==> src/design/gmcp_pkg.sv <==
// Shared types, constants and helpers for the grid minimum cost path block.
`default_nettype none

package gmcp_pkg;

  localparam int GRID_DIM_DEF = 16;
  localparam int COORD_W      = 4;
  localparam int COST_W       = 16;
  localparam int SUM_W        = 24;
  localparam int DATA_W       = 24;

  localparam logic CMD_LOAD  = 1'b0;
  localparam logic CMD_QUERY = 1'b1;

  localparam logic STATUS_OK    = 1'b0;
  localparam logic STATUS_RANGE = 1'b1;

  typedef enum logic [1:0] {
    ST_IDLE,
    ST_WALK,
    ST_FLUSH,
    ST_HOLD
  } state_t;

  typedef struct packed {
    logic take_item;  // input item accepted this cycle
    logic walk;       // issue reads for the current cell and advance
    logic load_out;   // move result into the output register
  } ctl_cmd_t;

  typedef struct packed {
    logic is_query;
    logic in_range;
    logic last_cell;
    logic out_free;
  } ctl_stat_t;

  function automatic logic [SUM_W-1:0] sat_add(input logic [SUM_W-1:0]  a,
                                               input logic [COST_W-1:0] b);
    logic [SUM_W:0] s;
    s = {1'b0, a} + {{(SUM_W-COST_W+1){1'b0}}, b};
    return s[SUM_W] ? {SUM_W{1'b1}} : s[SUM_W-1:0];
  endfunction

endpackage

`default_nettype wire

==> src/design/gmcp_ctrl.sv <==
// Controller state machine: sequences loads, the table walk and result handoff.
`default_nettype none

module gmcp_ctrl (
  input  wire logic                 clk,
  input  wire logic                 rst,
  input  wire logic                 s_tvalid,
  output logic                      s_tready,
  input  wire gmcp_pkg::ctl_stat_t  stat,
  output gmcp_pkg::ctl_cmd_t        cmd
);
  import gmcp_pkg::*;

  state_t state, state_next;

  always_ff @(posedge clk) begin
    if (rst) begin
      state <= ST_IDLE;
    end else begin
      state <= state_next;
    end
  end

  always_comb begin
    state_next = state;
    case (state)
      ST_IDLE: begin
        if (s_tvalid && stat.is_query) begin
          state_next = stat.in_range ? ST_WALK : ST_HOLD;
        end
      end
      ST_WALK: begin
        if (stat.last_cell) begin
          state_next = ST_FLUSH;
        end
      end
      ST_FLUSH: state_next = ST_HOLD;
      ST_HOLD: begin
        if (stat.out_free) begin
          state_next = ST_IDLE;
        end
      end
      default: state_next = ST_IDLE;
    endcase
  end

  always_comb begin
    s_tready     = 1'b0;
    cmd          = '0;
    case (state)
      ST_IDLE: begin
        s_tready      = 1'b1;
        cmd.take_item = s_tvalid;
      end
      ST_WALK:  cmd.walk = 1'b1;
      ST_FLUSH: cmd      = '0;
      ST_HOLD:  cmd.load_out = stat.out_free;
      default:  cmd      = '0;
    endcase
  end

  a_load_needs_slot : assert property (@(posedge clk) disable iff (rst)
    cmd.load_out |-> stat.out_free)
    else $error("result loaded while output register busy");

  a_last_to_flush : assert property (@(posedge clk) disable iff (rst)
    (state == ST_WALK && stat.last_cell) |=> state == ST_FLUSH)
    else $error("walk did not end after the target cell");

  a_hold_waits : assert property (@(posedge clk) disable iff (rst)
    (state == ST_HOLD && !stat.out_free) |=> state == ST_HOLD)
    else $error("left hold while output register busy");

endmodule

`default_nettype wire

==> config.mk <==
export PLATFORM = sky130hd
export DESIGN_NAME = gmcp_ctrl
export DESIGN_NICKNAME = d
export VERILOG_FILES = /design/src/design/gmcp_pkg.sv /design/src/design/gmcp_ctrl.sv
export SDC_FILE = /design/constraint.sdc
export NUM_CORES = 1
export LEC_CHECK = 0
export ABC_AREA = 1
export ABC_CLOCK_PERIOD_IN_PS = 1500
export BUFFER_PORTS_ARGS = -buffer_cell sky130_fd_sc_hd__buf_2
export CORE_AREA = 2 2 39 41
export CTS_CLUSTER_DIAMETER = 200
export CTS_CLUSTER_SIZE = 16
export DETAILED_ROUTE_END_ITERATION = 12
export DIE_AREA = 0 0 41 43
export GPL_ROUTABILITY_DRIVEN = 0
export SLEW_MARGIN = 20
export SYNTH_ARGS = -nofsm -noshare
export SYNTH_HDL_FRONTEND = slang
export SYNTH_SLANG_ARGS = --single-unit
==> constraint.sdc <==
create_clock -name clk -period 1.5 [get_ports clk]
set_clock_uncertainty 0.2 [all_clocks]
set_input_delay 0.075 -clock clk [delete_from_list [all_inputs] [get_ports clk]]
set_output_delay 0.075 -clock clk [all_outputs]
set_load 0.03 [all_outputs]
# After elaboration in Yosys (flattened, before gate mapping)
# Index checks and enable logic that the tools add are counted.
dict set report op_classes {
  mux 9
  n_eq_ne 6
  reduce_logical 3
}
# operator count
set op_table {}
lappend op_table {{2-to-1 mux 2 bit} 4}
lappend op_table {{one-hot mux 2 bit (4 select lines)} 1}
lappend op_table {{!= test 2 bit, second input constant} 3}
lappend op_table {{equality test 2 bit, second input constant} 2}
lappend op_table {{2-to-1 mux 1 bit} 4}
lappend op_table {{AND reduction 3 bit} 1}
lappend op_table {{equality test 2 x 1 -> 1 bit, second input constant} 1}
lappend op_table {{logical NOT 2 bit} 1}
lappend op_table {{logical AND 1 bit} 1}
dict set report totals {
  in_bits 7
  elab_cells 19
  output_inout_bits 4
  reg_bits 2
}

# Logic depth before layout (Yosys ltp)
dict set report logic_depth {
  ltp_word 3
  mapped_depth 7
  mapped_depth_nobuf 7
}

# Least setup slack after synthesis
# Ideal clock, no wire load.
dict set report synth_path {
  path_type {register -> register}
  start {reg state[0]}
  end {reg state[1]}
  path_slack_ps 99
  path_buffers 0
  t_required_ps 1187
  period_less_slack_ps 1401
  arrival_ps 1089
  setup_time_ps 113
  path_stages_with_launch 8
  cell_sequence {dfxtp_1 -> inv_1 -> ha_1 -> nand2_2 -> nand3_2 -> nand2_1 -> nand2_1 -> nor2_1}
}
dict set report synth_between {
  elab_chain_len 3
  word_cells_on_any_way 9
  cone_classes {eq/ne (6); mux (1); reduce/logical (2)}
}
# item line
set synth_lines {}
lappend synth_lines {{start: declaration} gmcp_ctrl.sv:14} ;# state_t state, state_next;
lappend synth_lines {{start signal: assignment} gmcp_ctrl.sv:20} ;# state <= state_next;
lappend synth_lines {{equality test 2 x 1 -> 1 bit, or another cell as far along} gmcp_ctrl.sv:26} ;# case (state)
lappend synth_lines {{!= test 2 bit (no source line)} -}
lappend synth_lines {{AND reduction 3 bit (no source line)} -}
# Parallel ways exist; a longest one is shown, timed or not.
# A chain may end at the register's enable or synchronous reset.

==> summary.txt <==
Finish
  • Final Cell Area: 339 um^2
  • Commonest non-fill, non-tap cell in the layout: buf_2
  • Max reg flops: 2
  • Share of the core filled with cells: 0.245
  • Final net count: 63
  • Most frequent cells in the layout: buf_2, nand2_1, inv_1
  • Top Registers: state: 2 flops
  • Synth-to-Final Area Change: 53.1%
  • Filler instances: 164
  • Number of diodes: 0
  • Top reg by flops: state
  • Share of layout cells above drive strength 1: 0.408

Power
  • Leakage: 0.000213 uW
  • Final Power: 631 uW
  • Sequential Power Share: 0.161
  • Clock power frac: 0.187
  • Maximum VDD drop: 0.440 mV
  • NetSw: 313 uW
  • Comb pwr share: 0.652
  • Internal power: 318 uW
  • Cell Pwr Density: 1860 nW/um^2
  • Net Sw Frac: 0.496

Setup path
  • CP arrival: 1.11 ns
  • CP Launch Type: flip-flop
  • Crit Path Category: reg -> out
  • CP required: 1.22 ns
  • CP endpoint kind: primary output
  • Crit path max fanout: 4

Synth
  • Cell Area, Synth: 221 um^2
  • Ys Warns: 0
  • Register bit total from synthesis: 2
  • Syn_nets: 46
  • Post-synthesis sequential area ratio: 0.181
  • Synth cell types: 9
  • Mapped Cells: 34
  • Avg Cell Area, Syn: 6.51 um^2

Route
  • Starting DRC count in detailed routing: 6
  • Routed Wire Length: 405 um
  • Drt pass-1 iters: 3
  • Vias per cell: 3.46
  • DR vias: 225
  • Final ANT Viol Nets: 0
  • DRC viols: 0
  • Drt wl/cell: 6.23 um

Timing
  • Fmax: 722 MHz
  • Unrepaired setup endpoints after global routing: no
  • Final Setup Violations: 0
  • Final hold violation count: 0
  • PnR worst setup slack: 0.114 ns
  • Final Slew Violations: 0
  • Tmin final: 1.39 ns
  • Crit share post-route: 0.924
  • Rel. slew slack: 0.909
  • Slew @ Worst Pin: 0.135 ns
  • Post-Route Setup TNS: 0 ns

GRT
  • Gr usage total: 0.0631
  • Vias in the first global route: 192
  • Initial antenna violation count: 0
  • GRT overflow: 0
  • Largest net degree at the start of global routing: 5
  • First-pass GRT wire length: 648 um

Job
  • Max_cap viols: 0

Clocking
  • Clk buf depth: 2
  • Root Buffer: clkbuf_4
  • CTS clk-pin slew, worst paths: 0.03 ns
  • TritonCTS buffer count: 3
  • H-Tree Depth: 1
  • Clk_lat worst skew: 0.22 ns
  • CTS Sinks: 2
  • CTS tree: built

Floorplan
  • CORE AREA: 1380 um^2
  • # rows: 14
  • Die width: 41 um
  • Starting density of the core: 0.160
  • Die height: 43 um
  • Boundary pin count: 11
  • Die footprint: 1760 um^2

Run status
  • Status: finished clean

Placed design
  • Half-perimeter wire length after placement: 332 um
  • PortBufs: 10
  • Area after DPL: 292 um^2
  • Post-place setup slack: 0.186 ns

Hold path
  • Hold WC Path Type: in -> reg
-- cell usage after synthesis --
library cell | count | area [um^2]
o21ai_0 | 1 | 5.00
nand2_1 | 8 | 30.0
nand3_2 | 1 | 10.0
nor2_1 | 4 | 15.0
nand4_1 | 1 | 6.26
dfxtp_1 | 2 | 40.0
nand2_2 | 3 | 18.8
ha_1 | 5 | 62.6
inv_1 | 9 | 33.8
-- power by group through the flow --
stage | Combinational (uW) | Clock [uW] | Sequential (uW)
final | 411 | 118 | 101
after global routing | 469 | 134 | 105
after CTS | 403 | 126 | 97.8
after detailed placement | 398 | 0 | 98.5
after global placement | 395 | 0 | 96.6
after floorplan | 326 | 0 | 94.6
-- per-stage QoR --
step / std cells / hold slack [ns]
global route: 65 / 0.0921
CTS: 65 / 0.0647
detailed placement: 60 / 0.128
floorplan: 34 / 0.0302
global placement: 60 / 0.130
finish: 65 / 0.0730
-- routing by layer --
layer / track usage / wire [um] / vias to the layer above / share of wire
met2: 0.0781 / 147 / 10 / 0.36
li1: - / - / 130 / -
met5: 0 / 0 / - / 0
met4: 0.0600 / 0 / 0 / 0
met3: 0.0628 / 50 / 0 / 0.12
met1: 0.0543 / 208 / 85 / 0.51
-- worst max-delay path: stages, from the launching register on --
cell and delay (ns):
dfxtp_1 0.36, inv_2 0.07, ha_2 0.20, nand2_1 0.06, inv_1 0.03, clkbuf_4 0.17
-- path summary, 6_finish.rpt --
path                    startpoint                    end  slack, ns  cells past startpoint
min reg2reg  state[0]$_SDFFE_PP0P_  state[0]$_SDFFE_PP0P_       0.39                      4
min                        stat[3]  state[0]$_SDFFE_PP0P_       0.07                      6
max reg2reg  state[0]$_SDFFE_PP0P_  state[1]$_SDFFE_PP0P_       0.22                      6
max          state[0]$_SDFFE_PP0P_                 cmd[2]       0.11                      5
-- logic make-up (layout without fill, tap and decap cells) --
logic type / count (synthesis) / in the layout / synth area share
AND/OR/NAND/NOR: 17 / 17 / 0.362
buffers and inverters: 9 / 24 / 0.153
adder cells (fa/ha/maj): 5 / 5 / 0.282
flip-flops: 2 / 2 / 0.181
AO/OA/AOI/OAI: 1 / 1 / 0.0226
-- what timing repair did --
action                     4_1_cts  5_1_grt
buffers inserted                 0        0
hold endpoints to repair         2        0
setup endpoints to repair        0        1
resized for setup                0        4
hold buffers                     2        0
-- cell type report --
cell class              instances  area (um^2)  area share
multi-input cells              23          150       0.443
clock buffers                   3         22.5      0.0664
repair buffers                 12         72.6       0.214
well taps                      16         20.0      0.0590
flip-flops and latches          2         40.0       0.118
inverters                       9         33.8      0.0996
Note: power is estimated with default switching activity, not from simulation.
